[src/design/lkv_pkg.sv]
// Package with the shared constants, widths and types of the LRU key-value cache.
`timescale 1ns / 1ps

package lkv_pkg;

  // Field widths of the request, response and capacity register.
  localparam int KEY_W = 32;
  localparam int VAL_W = 32;
  localparam int CAP_W = 5;

  // Default number of entries and the capacity after reset.
  localparam int DEFAULT_ENTRIES = 16;
  localparam logic [CAP_W-1:0] CAP_RESET = 5'd16;

  // Value returned by a get that misses.
  localparam logic [VAL_W-1:0] MISS_VALUE = 32'hFFFF_FFFF;

  // Request type codes.
  localparam logic REQ_GET = 1'b0;
  localparam logic REQ_SET = 1'b1;

  // Width of an entry index or a rank for a given number of entries.
  function automatic int idx_w(input int n);
    return (n > 1) ? $clog2(n) : 1;
  endfunction

  // Width of a count that can hold the number of entries itself.
  function automatic int cnt_w(input int n);
    return $clog2(n + 1);
  endfunction

  // Control from the sequencer to the entry store.
  typedef struct packed {
    logic rd_en;
    logic wr_en;
    logic set_valid;
    logic clr_valid;
  } store_ctrl_t;

endpackage

[src/design/lkv_if.sv]
// Channel interfaces of the LRU key-value cache: request, response and capacity write.
`timescale 1ns / 1ps

// Request channel: one beat is a get or a set.
interface lkv_req_if;
  logic                             valid;
  logic                             ready;
  logic                             req_type;
  logic signed [lkv_pkg::KEY_W-1:0] key;
  logic signed [lkv_pkg::VAL_W-1:0] write_value;

  modport source (output valid, req_type, key, write_value, input ready);
  modport sink   (input valid, req_type, key, write_value, output ready);
endinterface

// Response channel: one beat per get.
interface lkv_rsp_if;
  logic                             valid;
  logic                             ready;
  logic                             hit;
  logic signed [lkv_pkg::VAL_W-1:0] read_value;

  modport source (output valid, hit, read_value, input ready);
  modport sink   (input valid, hit, read_value, output ready);
endinterface

// Capacity register write channel.
interface lkv_cfg_if;
  logic                       valid;
  logic                       ready;
  logic [lkv_pkg::CAP_W-1:0]  capacity;

  modport source (output valid, capacity, input ready);
  modport sink   (input valid, capacity, output ready);
endinterface

[src/design/lkv_entry_store.sv]
// Entry store of the LRU key-value cache: entry memory, valid bits and fill count.
`timescale 1ns / 1ps

module lkv_entry_store #(
  parameter int ENTRIES = lkv_pkg::DEFAULT_ENTRIES
) (
  input  logic                                     clk,
  input  logic                                     rst,
  input  lkv_pkg::store_ctrl_t                     ctrl,
  input  logic [lkv_pkg::idx_w(ENTRIES)-1:0]       rd_addr,
  input  logic [lkv_pkg::idx_w(ENTRIES)-1:0]       wr_addr,
  input  logic [lkv_pkg::KEY_W-1:0]                wr_key,
  input  logic [lkv_pkg::VAL_W-1:0]                wr_value,
  input  logic [lkv_pkg::idx_w(ENTRIES)-1:0]       wr_rank,
  output logic                                     rd_valid,
  output logic [lkv_pkg::KEY_W-1:0]                rd_key,
  output logic [lkv_pkg::VAL_W-1:0]                rd_value,
  output logic [lkv_pkg::idx_w(ENTRIES)-1:0]       rd_rank,
  output logic [lkv_pkg::cnt_w(ENTRIES)-1:0]       fill_count
);

  localparam int IdxW = lkv_pkg::idx_w(ENTRIES);
  localparam int CntW = lkv_pkg::cnt_w(ENTRIES);
  localparam int EntW = lkv_pkg::KEY_W + lkv_pkg::VAL_W + IdxW;

  logic [EntW-1:0]    mem [ENTRIES];
  logic [EntW-1:0]    rd_word;
  logic [ENTRIES-1:0] valid;

  // Entry memory: one write port, one registered read port.
  always_ff @(posedge clk) begin
    if (ctrl.wr_en) begin
      mem[wr_addr] <= {wr_key, wr_value, wr_rank};
    end
    if (ctrl.rd_en) begin
      rd_word <= mem[rd_addr];
    end
  end

  assign rd_key   = rd_word[EntW-1 -: lkv_pkg::KEY_W];
  assign rd_value = rd_word[IdxW +: lkv_pkg::VAL_W];
  assign rd_rank  = rd_word[IdxW-1:0];

  // Valid bits and fill count; the valid bit is read alongside the memory word.
  always_ff @(posedge clk) begin
    if (rst) begin
      valid      <= '0;
      rd_valid   <= 1'b0;
      fill_count <= '0;
    end else begin
      if (ctrl.rd_en) begin
        rd_valid <= valid[rd_addr];
      end
      if (ctrl.set_valid) begin
        valid[wr_addr] <= 1'b1;
        fill_count     <= fill_count + CntW'(1);
      end else if (ctrl.clr_valid) begin
        valid[wr_addr] <= 1'b0;
        fill_count     <= fill_count - CntW'(1);
      end
    end
  end

endmodule

[src/design/lru_key_value_cache.sv]
// Top level of the LRU key-value cache: request sequencer, capacity register and response register.
`timescale 1ns / 1ps

// Fully associative key-value cache with least-recently-set replacement.
// Channels: req takes get (req_type 0) and set (req_type 1) beats; rsp returns
// one beat per get with hit and read_value (-1 on a miss); cfg writes the
// capacity register, which is read clamped to the range 1..ENTRIES.
// Entries live in one memory with a registered read port, so every
// request walks it one entry per cycle. A get scans all entries, then
// moves to its response. A set scans once for the key, then walks the
// entries again to update ranks (and to evict on a full miss), then, on
// a miss, writes the new entry. The single memory port sets this pace.
// Reset clears the valid bits and the fill count at once and sets the
// capacity to 16; the cache is ready for requests in the first cycle after.
// The response sits in an output register: a new request is accepted while
// an earlier response waits. A get that finishes while the receiver still
// stalls holds in its response cycle until that register is free.
// Capacity must be written only while no request is in progress.
module lru_key_value_cache #(
  parameter int ENTRIES = lkv_pkg::DEFAULT_ENTRIES
) (
  input  logic       clk,
  input  logic       rst,
  lkv_cfg_if.sink    cfg,
  lkv_req_if.sink    req,
  lkv_rsp_if.source  rsp
);

  localparam int IdxW = lkv_pkg::idx_w(ENTRIES);
  localparam int CntW = lkv_pkg::cnt_w(ENTRIES);
  localparam int CapW = (CntW > lkv_pkg::CAP_W) ? CntW : lkv_pkg::CAP_W;
  localparam logic [CntW-1:0] LastCnt = CntW'(ENTRIES);

  localparam logic [2:0] ST_IDLE   = 3'd0;
  localparam logic [2:0] ST_SCAN   = 3'd1;
  localparam logic [2:0] ST_UPDATE = 3'd2;
  localparam logic [2:0] ST_INSERT = 3'd3;
  localparam logic [2:0] ST_RESP   = 3'd4;

  logic [2:0]                 state;
  logic [lkv_pkg::CAP_W-1:0]  capacity;

  // Captured request.
  logic                       req_type_q;
  logic [lkv_pkg::KEY_W-1:0]  key_q;
  logic [lkv_pkg::VAL_W-1:0]  value_q;

  // Walk counter and the index whose read data is arriving.
  logic [CntW-1:0]            cnt;
  logic                       chk;
  logic [IdxW-1:0]            chk_idx;

  // Scan results.
  logic                       found;
  logic [IdxW-1:0]            slot;
  logic [IdxW-1:0]            rank_hit;
  logic [lkv_pkg::VAL_W-1:0]  hit_value;
  logic                       evict;
  logic                       free_found;
  logic [IdxW-1:0]            free_idx;

  // Response register.
  logic                       rsp_valid_q;
  logic                       rsp_hit_q;
  logic [lkv_pkg::VAL_W-1:0]  rsp_value_q;

  // Store connections.
  lkv_pkg::store_ctrl_t       ctrl;
  logic [IdxW-1:0]            wr_addr;
  logic [lkv_pkg::KEY_W-1:0]  wr_key;
  logic [lkv_pkg::VAL_W-1:0]  wr_value;
  logic [IdxW-1:0]            wr_rank;
  logic                       rd_valid;
  logic [lkv_pkg::KEY_W-1:0]  rd_key;
  logic [lkv_pkg::VAL_W-1:0]  rd_value;
  logic [IdxW-1:0]            rd_rank;
  logic [CntW-1:0]            fill_count;

  // Decoded per-cycle conditions.
  logic                       walking;
  logic                       issue;
  logic                       pass_done;
  logic                       scan_match;
  logic                       evict_here;
  logic                       free_here;
  logic [CapW-1:0]            cap_wide;
  logic [CntW-1:0]            eff_cap;
  logic [CntW-1:0]            cap_m1;

  lkv_entry_store #(
    .ENTRIES (ENTRIES)
  ) u_store (
    .clk        (clk),
    .rst        (rst),
    .ctrl       (ctrl),
    .rd_addr    (cnt[IdxW-1:0]),
    .wr_addr    (wr_addr),
    .wr_key     (wr_key),
    .wr_value   (wr_value),
    .wr_rank    (wr_rank),
    .rd_valid   (rd_valid),
    .rd_key     (rd_key),
    .rd_value   (rd_value),
    .rd_rank    (rd_rank),
    .fill_count (fill_count)
  );

  // Effective capacity: zero acts as one, anything above ENTRIES as ENTRIES.
  always_comb begin
    cap_wide = CapW'(capacity);
    if (cap_wide == '0) begin
      cap_wide = CapW'(1);
    end else if (cap_wide > CapW'(ENTRIES)) begin
      cap_wide = CapW'(ENTRIES);
    end
    eff_cap = cap_wide[CntW-1:0];
    cap_m1  = eff_cap - CntW'(1);
  end

  // Walk control and the per-entry decisions of the scan and update passes.
  always_comb begin
    walking    = (state == ST_SCAN) || (state == ST_UPDATE);
    issue      = walking && (cnt != LastCnt);
    pass_done  = walking && (cnt == LastCnt) && !chk;
    scan_match = (state == ST_SCAN) && chk && rd_valid && (rd_key == key_q) && !found;
    evict_here = (state == ST_UPDATE) && chk && !found && evict && rd_valid &&
                 (CntW'(rd_rank) >= cap_m1);
    free_here  = (state == ST_UPDATE) && chk && !found && (!rd_valid || evict_here);
  end

  // Store commands: read-modify-write of the entry one behind the read address, or the insert.
  always_comb begin
    ctrl           = '0;
    ctrl.rd_en     = issue;
    wr_addr        = chk_idx;
    wr_key         = rd_key;
    wr_value       = rd_value;
    wr_rank        = rd_rank + IdxW'(1);
    case (state)
      ST_UPDATE: begin
        if (chk && rd_valid) begin
          if (found) begin
            if (chk_idx == slot) begin
              ctrl.wr_en = 1'b1;
              wr_value   = value_q;
              wr_rank    = '0;
            end else if (rd_rank < rank_hit) begin
              ctrl.wr_en = 1'b1;
            end
          end else if (evict_here) begin
            ctrl.clr_valid = 1'b1;
          end else begin
            ctrl.wr_en = 1'b1;
          end
        end
      end
      ST_INSERT: begin
        ctrl.wr_en     = 1'b1;
        ctrl.set_valid = 1'b1;
        wr_addr        = free_idx;
        wr_key         = key_q;
        wr_value       = value_q;
        wr_rank        = '0;
      end
      default: begin
      end
    endcase
  end

  // Sequencer, capacity register and response register.
  always_ff @(posedge clk) begin
    if (rst) begin
      state       <= ST_IDLE;
      capacity    <= lkv_pkg::CAP_RESET;
      cnt         <= '0;
      chk         <= 1'b0;
      found       <= 1'b0;
      evict       <= 1'b0;
      free_found  <= 1'b0;
      rsp_valid_q <= 1'b0;
    end else begin
      if (cfg.valid) begin
        capacity <= cfg.capacity;
      end
      if (rsp_valid_q && rsp.ready) begin
        rsp_valid_q <= 1'b0;
      end

      if (issue) begin
        cnt <= cnt + CntW'(1);
      end
      chk     <= issue;
      chk_idx <= cnt[IdxW-1:0];

      if (scan_match) begin
        found     <= 1'b1;
        slot      <= chk_idx;
        rank_hit  <= rd_rank;
        hit_value <= rd_value;
      end
      if (free_here && !free_found) begin
        free_found <= 1'b1;
        free_idx   <= chk_idx;
      end

      case (state)
        ST_IDLE: begin
          if (req.valid) begin
            req_type_q <= req.req_type;
            key_q      <= req.key;
            value_q    <= req.write_value;
            cnt        <= '0;
            found      <= 1'b0;
            free_found <= 1'b0;
            state      <= ST_SCAN;
          end
        end
        ST_SCAN: begin
          if (pass_done) begin
            cnt <= '0;
            if (req_type_q == lkv_pkg::REQ_GET) begin
              state <= ST_RESP;
            end else begin
              evict <= !found && (fill_count >= eff_cap);
              state <= ST_UPDATE;
            end
          end
        end
        ST_UPDATE: begin
          if (pass_done) begin
            state <= found ? ST_IDLE : ST_INSERT;
          end
        end
        ST_INSERT: begin
          state <= ST_IDLE;
        end
        ST_RESP: begin
          if (!rsp_valid_q || rsp.ready) begin
            rsp_valid_q <= 1'b1;
            rsp_hit_q   <= found;
            rsp_value_q <= found ? hit_value : lkv_pkg::MISS_VALUE;
            state       <= ST_IDLE;
          end
        end
        default: begin
          state <= ST_IDLE;
        end
      endcase
    end
  end

  // Port outputs.
  assign req.ready      = (state == ST_IDLE);
  assign cfg.ready      = 1'b1;
  assign rsp.valid      = rsp_valid_q;
  assign rsp.hit        = rsp_hit_q;
  assign rsp.read_value = rsp_value_q;

endmodule

[src/flat_wrapper.sv]
// flat-port wrapper written by rule: the top's interface ports become plain ports
module lru_key_value_cache_flat 
#(
  parameter int ENTRIES = lkv_pkg::DEFAULT_ENTRIES
)
  (clk, rst, cfg_valid, cfg_capacity, cfg_ready, req_valid, req_req_type, req_key, req_write_value, req_ready, rsp_valid, rsp_hit, rsp_read_value, rsp_ready);
  lkv_cfg_if cfg_i ();
  lkv_req_if req_i ();
  lkv_rsp_if rsp_i ();
  input  logic clk;
  input  logic rst;
  input wire logic [$bits(cfg_i.valid)-1:0] cfg_valid;
  input wire logic [$bits(cfg_i.capacity)-1:0] cfg_capacity;
  output wire logic [$bits(cfg_i.ready)-1:0] cfg_ready;
  input wire logic [$bits(req_i.valid)-1:0] req_valid;
  input wire logic [$bits(req_i.req_type)-1:0] req_req_type;
  input wire logic [$bits(req_i.key)-1:0] req_key;
  input wire logic [$bits(req_i.write_value)-1:0] req_write_value;
  output wire logic [$bits(req_i.ready)-1:0] req_ready;
  output wire logic [$bits(rsp_i.valid)-1:0] rsp_valid;
  output wire logic [$bits(rsp_i.hit)-1:0] rsp_hit;
  output wire logic [$bits(rsp_i.read_value)-1:0] rsp_read_value;
  input wire logic [$bits(rsp_i.ready)-1:0] rsp_ready;
  assign cfg_i.valid = cfg_valid;
  assign cfg_i.capacity = cfg_capacity;
  assign cfg_ready = cfg_i.ready;
  assign req_i.valid = req_valid;
  assign req_i.req_type = req_req_type;
  assign req_i.key = req_key;
  assign req_i.write_value = req_write_value;
  assign req_ready = req_i.ready;
  assign rsp_valid = rsp_i.valid;
  assign rsp_hit = rsp_i.hit;
  assign rsp_read_value = rsp_i.read_value;
  assign rsp_i.ready = rsp_ready;
  lru_key_value_cache #(.ENTRIES(ENTRIES)) u_core (.clk(clk), .rst(rst), .cfg(cfg_i), .req(req_i), .rsp(rsp_i));
endmodule
[config.mk]
export PLATFORM = sky130hd
export DESIGN_NAME = lru_key_value_cache_flat
export DESIGN_NICKNAME = d
export VERILOG_FILES = /design/src/design/lkv_pkg.sv /design/src/design/lkv_if.sv /design/src/design/lkv_entry_store.sv /design/src/design/lru_key_value_cache.sv /design/src/flat_wrapper.sv
export SDC_FILE = /design/constraint.sdc
export NUM_CORES = 1
export LEC_CHECK = 0
export ABC_AREA = 1
export BUFFER_PORTS_ARGS = -buffer_cell sky130_fd_sc_hd__buf_2
export CORE_MARGIN = 2
export CORE_UTILIZATION = 35
export DETAILED_ROUTE_END_ITERATION = 7
export SETUP_SLACK_MARGIN = 0.02
export SYNTH_ARGS = -nofsm -noshare
export SYNTH_HDL_FRONTEND = slang
export SYNTH_SLANG_ARGS = --single-unit
[constraint.sdc]
create_clock -name clk -period 11.1 [get_ports clk]
set_clock_uncertainty 0.15 [all_clocks]
set_input_delay 0.555 -clock clk [delete_from_list [all_inputs] [get_ports clk]]
set_output_delay 0.555 -clock clk [all_outputs]
set_load 0.02 [all_outputs]
### Word level (Yosys, flattened, before mapping)

Memories as Yosys holds them, arrays and structs flattened. A register that Yosys moved wholly into a read port is not among the register bits.
Index checks and enable logic that the tools add are counted.

* divide/modulo/power cells: 0
* magnitude comparators: 7
* shift operators: 0
* add/sub/neg operators: 5
* multiply operators: 0
* reduce and logical (&&, ||, !) cells: 35
* mux-type cells: 53
* eq/ne operators: 12
* bitwise gates (word level): 4

Operator list (number)
* two-way mux 32 bit: 4
* one-hot mux 32 bit (2 select lines): 1
* two-way mux 5 bit: 7
* equality test 32 bit: 1
* two-way mux 16 bit: 2
* two-way mux 1 bit: 23
* logical AND 1 bit: 18
* bitwise AND 16 bit: 1
* two-way mux 4 bit: 4
* inverter 16 bit: 1
* bitwise OR 16 bit: 1
* two-way mux 3 bit: 5
* one-hot mux 3 bit (4 select lines): 1
* adder 5 x 1 -> 5 bit (second input constant): 2
* less-than comparator 4 x 5 -> 1 bit (second input constant): 2
* one-hot mux 5 bit (2 select lines): 1
* subtractor 5 x 1 -> 5 bit (second input constant): 2
* AND reduction 3 bit: 3
* one-hot mux 4 bit (2 select lines): 1
* equality test 3 x 2 -> 1 bit (second input constant): 2
* != test 2 x 1 -> 1 bit (second input constant): 3
* equality test 5 bit (second input constant): 1
* >= comparator 4 x 5 -> 1 bit: 1
* >= comparator 5 bit: 1
* other kinds (21): 28

* RAM bits: 1088
* word-level logic and storage cells: 138
* memories kept: 1
* output and inout port bits: 36
* register bits after elaboration: 186
* ROM bits: 0
* latch bits: 0
* input port bits: 75

Memory list
* u_core.u_store.mem: words 16, bits a word 68, read ports 1, clocked after memory_dff 1, write ports 1, line lkv_entry_store.sv:26 `logic [EntW-1:0] mem [ENTRIES];`

### Longest topological paths before layout

* depth in word-level cells: 12
* depth in mapped cells: 16

### Cells and area by module

A second synthesis with hierarchy kept.

* cell total of the unflattened synthesis: 4332
* area, all modules: 54026.8 sq um

By module, submodules not included
* lkv_entry_store: instances 1, seq. area each 35153.7 sq um, area an instance 45751.4 sq um, cells each 3412
* lru_key_value_cache: instances 1, seq. area each 4744.6 sq um, area an instance 8275.4 sq um, cells each 920

### Worst setup path before layout

Ideal clock, no wire load.

* kind: flip-flop to flip-flop
* start: register u_core.capacity[2] in the netlist's numbering
* end: memory u_core.u_store.mem[0][0] in the netlist's numbering, enable pin
* clock period less this slack: 7663 ps
* cell stages (with the launch flop): 15
* data required time: 10353 ps
* arrival: 6915 ps
* library setup time: 597 ps
* path buffers: 0
* setup slack: 3437 ps
* cell sequence: dfxtp_1 > nor2_1 > nand2_1 > o21ai_0 > nand2_1 > ha_1 > xor2_1 > ha_1 > a21oi_1 > nand2_1 > nand2_1 > nand2_1 > nand2_2 > nand3_2 > a21boi_0

* cells in the longest elaborated chain, start to end: 12

RTL lines
* from (decl): line lru_key_value_cache.sv:41 `logic [lkv_pkg::CAP_W-1:0] capacity;`
* from (signal assigned): line lru_key_value_cache.sv:174 `capacity <= lkv_pkg::CAP_RESET;`
* from (signal assigned): line lru_key_value_cache.sv:183 `capacity <= cfg.capacity;`
* > comparator 5 bit: line lru_key_value_cache.sv:113 `end else if (cap_wide > CapW'(ENTRIES)) begin`
* two-way mux 5 bit: line lru_key_value_cache.sv:113
* two-way mux 5 bit *: line lru_key_value_cache.sv:111 `if (cap_wide == '0) begin`
* subtractor 5 x 1 -> 5 bit *: line lru_key_value_cache.sv:117 `cap_m1 = eff_cap - CntW'(1);`
* >= comparator 4 x 5 -> 1 bit *: line lru_key_value_cache.sv:127 `(CntW'(rd_rank) >= cap_m1);`
* logical AND 1 bit *: line lru_key_value_cache.sv:126 `evict_here = (state == ST_UPDATE) && chk && !found && evict && rd_valid &&`
* two-way mux 1 bit *: line lru_key_value_cache.sv:150 `end else if (evict_here) begin`
* two-way mux 1 bit *: line lru_key_value_cache.sv:142 `if (found) begin`
* two-way mux 1 bit *: line lru_key_value_cache.sv:141 `if (chk && rd_valid) begin`
* one-hot mux 1 bit (2 select lines) *: line lru_key_value_cache.sv:139 `case (state)`
* two-way mux 1 bit *: line lkv_entry_store.sv:32 `if (ctrl.wr_en) begin`
* two-way mux 1 bit (implied by the code) *: line lkv_entry_store.sv:33 `mem[wr_addr] <= {wr_key, wr_value, wr_rank};`
* to (decl): line lkv_entry_store.sv:26

Mark *: on every way between the ends. The rest lies on a longest branch, timed or not.

### Final worst setup path

* start: register u_core.capacity[2] in the netlist's numbering
* end: memory u_core.u_store.mem[5][64] in the netlist's numbering, enable pin

Same word-level chain as after synthesis.

==> impl_results.md <==
* Status: finished, final reports clean
* Vias in the first global route at 31800
* WL per Instance at 21.6 um
* Final worst slack at 5.69 ns
* Crit path cell chain: nor2_1 -> nand2_1 -> o21ai_0 -> nand2_1 -> ha_1 -> xor2_1 -> ha_1 -> a21oi_1 -> nand2_1 -> nand2_1 -> nand2_1 -> nand2_2 -> nand3_2 -> a21boi_4 -> buf_4
* GRT Resource Usage Total at 17.3%
* Max incr delay on CP at 1.18 ns
* Starting density of the core at 35.3%
* Fraction of layout cells with a size suffix above 1 at 11.3%
* Latest clock arrival within the worst-skew pair at 0.76 ns
* Yosys Warn Count at 0
* Final Cycle Share at 48.8%
* Detailed placement HPWL at 74100 um
* Vias/cell at 5.22
* Layout area overhead at 14.8%
* Hold EP: u_core.found
* Clock buffer depth at 3
* Worst Path Arrival at 5.64 ns
* Global-route wire length before repair at 205000 um
* Fmax at 185 MHz
* Clk slew on worst S/H paths at 0.06 ns
* Distinct cells, synth at 44
* Post-synth EDFFs at 1302
* Vias post-DR at 33000
* Worst hold path depth at 4
* CTS sink count at 1342
* Synth Instances at 4051
* R2R setup slack at 5.69 ns
* Hold WC Path Type: in -> reg
* Power per cell area at 242 mW/mm^2
* CP Launch Type: flip-flop
* Slew @ Worst Pin at 1.36 ns
* Final hold vios at 0
* Peak supply drop at 166 uV
* Die Height at 393 um
* Top delay family on crit path: compound AO/OA/AOI/OAI gates
* Placer Congestion at 0.870
* Pre-CTS setup slack at 5.70 ns
* First-pass iteration count of the detailed router at 6
* Reg2reg end: u_core.u_store.mem[5][64]
* Synth area leaders: edfxtp_1 74%, o21ai_0 5.8%, nor2_1 4.4%
* Hold path startpoint: req_valid
* CTS root buf: clkbuf_16
* Total nets after synthesis at 4146
* GRT overflow at 0
* Final setup viols at 0
* CTS tree: done
* Core Footprint at 0.150 mm^2
* CP Data Required Time at 11.32 ns
* Final nets at 4296
* Postcts setup bufs at 0
* Largest area contributor in the netlist: edfxtp_1
* FFs w/ async S/R, synth at 0%
* IO Pins at 111
* RSZ-0062 raised after global routing: false
* Post-synthesis sequential area ratio at 75.2%
* Crit. End Element: flip-flop
* Port buffer count at 109
* Hold Slack at 0.134 ns
* Die ar. at 0.155 mm^2
* Critical path class: reg -> reg
* Period minus WS final at 5.41 ns
* Cell area after synthesis at 0.0531 mm^2
* Die W at 393 um
* CP Max Fanout at 45
* Relative slew slack at 8.65%
* DR iter-0 viols at 3262
* Row cnt at 142
* Crit Reg-Reg Startpoint: u_core.capacity[2]
* H-tree depth at 4
* Yosys top cell area share at 73.7%
* Mean Syn Cell Area at 13.1 um^2
* Setup_tns at 0 ns
* Max_cap viols at 0
* Largest net degree at the start of global routing at 219
* Worst Path Buf+Inv at 1
* Most used cell, CP: nand2_1
* Cts bufs inserted at 138
* R2r worst-path depth at 15
* Main flop type after synthesis: edfxtp_1
* Pins over their slew limit at 0
* Post-route ant nets at 0
* Leakage at 20.0 nW
* # DRC at 0
* Antenna violations before repair at 2
* Inserted Diodes at 0
* Seq cells post-synth at 1342
* Total Wirelength at 137000 um
* Worst path slowest cell: a21boi_4
## per-stage QoR
stage          util, %  area (um^2)  cells  power, W
5_1_grt           40.6        60900   6327    0.0154
6_report          40.6        60900   6327    0.0147
4_1_cts           40.6        60900   6327    0.0148
3_3_place_gp      37.1        55700   6000    0.0102
2_1_floorplan        -        53100   4051   0.00896
3_5_place_dp      37.1        55700   6000    0.0103
## registers in the layout (all words and copies together), names as in the netlist, 3 cells and up, named ones only
register	cells
u_core.capacity	5
u_core.key_q	32
u_core.rsp.read_value	32
u_core.hit_value	32
u_core.free_idx	4
u_core.cnt	5
u_core.rank_hit	4
u_core.u_store.rd_word	68
u_core.value_q	32
u_core.u_store.mem	1088
u_core.slot	4
u_core.u_store.fill_count	5
u_core.state	3
u_core.chk_idx	4
## cell families after synthesis
family                   synth area share (%)
XOR/XNOR                                0.248
AO/OA/AOI/OAI                            10.8
adder cells (fa/ha/maj)                 0.486
AND/OR/NAND/NOR                          9.73
flip-flops                               75.2
buffers and inverters                    3.54
other                                 0.00707
## cell usage after synthesis (13+ instances only)
cell	number
o22ai_1	168
o21ai_0	620
buf_4	14
inv_1	165
or2_2	33
nor2_1	623
a21oi_1	32
nand2_1	413
edfxtp_1	1302
buf_6	21
ha_1	19
xor2_1	13
nand3_1	125
nand4_1	15
o221ai_1	107
clkbuf_1	150
a21boi_1	14
o211ai_1	29
dfxtp_1	40
nand2_2	13
buf_2	55
## tightest hold or removal path: stages
cell     delay [ns]
buf_2          0.11
nand2_1        0.14
nand2_1        0.14
a21oi_1        0.04
## timing repair
item | CTS | global route
gates resized for setup | 0 | 0
hold buffers | 77 | 0
hold endpoints to repair | 71 | 0
## cell usage in the layout (no fill, tap or decap), types with 20 or more instances in the layout
cell type | synthesis | layout
o211ai_1 | 29 | 29
clkbuf_1 | 150 | 28
o21ai_0 | 620 | 609
clkbuf_16 | 0 | 145
buf_2 | 55 | 109
dlygate4sd3_1 | 0 | 77
clkinv_1 | 1 | 27
nand2_1 | 413 | 413
or2_2 | 33 | 33
o221ai_1 | 107 | 107
buf_4 | 14 | 68
o22ai_1 | 168 | 168
inv_1 | 165 | 164
dfxtp_1 | 40 | 37
a21oi_1 | 32 | 32
edfxtp_1 | 1302 | 1302
clkinv_2 | 0 | 30
nand3_1 | 125 | 125
o21ai_1 | 9 | 20
nor2_1 | 623 | 621
## area by class of cell
| type | instances | area (um^2) |
|---|---|---|
| Sequential cell | 1342 | 39900 |
| Fill cell | 13800 | 89200 |
| Multi-Input combinational cell | 2285 | 11500 |
| Inverter | 176 | 688 |
| Clock buffer | 173 | 3730 |
| Clock inverter | 77 | 668 |
| Tap cell | 2016 | 2520 |
| Timing Repair Buffer | 258 | 1910 |
## how the worst max path moves through the flow
stage | cells after the start | endpoint | from
finish | 15 | u_core.u_store.mem[5][64] | u_core.capacity[2]
global route | 15 | u_core.u_store.mem[7][66] | u_core.capacity[2]
CTS | 15 | u_core.u_store.mem[5][66] | u_core.capacity[2]
detailed placement | 15 | u_core.u_store.mem[7][49] | u_core.capacity[2]
global placement | 15 | u_core.u_store.mem[7][39] | u_core.capacity[2]
floorplan | 14 | u_core.u_store.mem[0][0] | u_core.capacity[2]
## power by group
part | switching, W | leakage (nW) | internal [W]
logic | 0.00262 | 5.89 | 0.000800
registers | 0.000191 | 12.0 | 0.00658
clock network | 0.00191 | 2.16 | 0.00262
total | 0.00472 | 20.0 | 0.0100
## per-layer routing
layer  global-route usage (%)  routed length, um
met5                        0                 11
met3                     2.47               8170
met1                     24.2              60600
met4                     5.30               3430
met2                     27.8              64400
No activity file was read; power rests on OpenSTA's default activity.
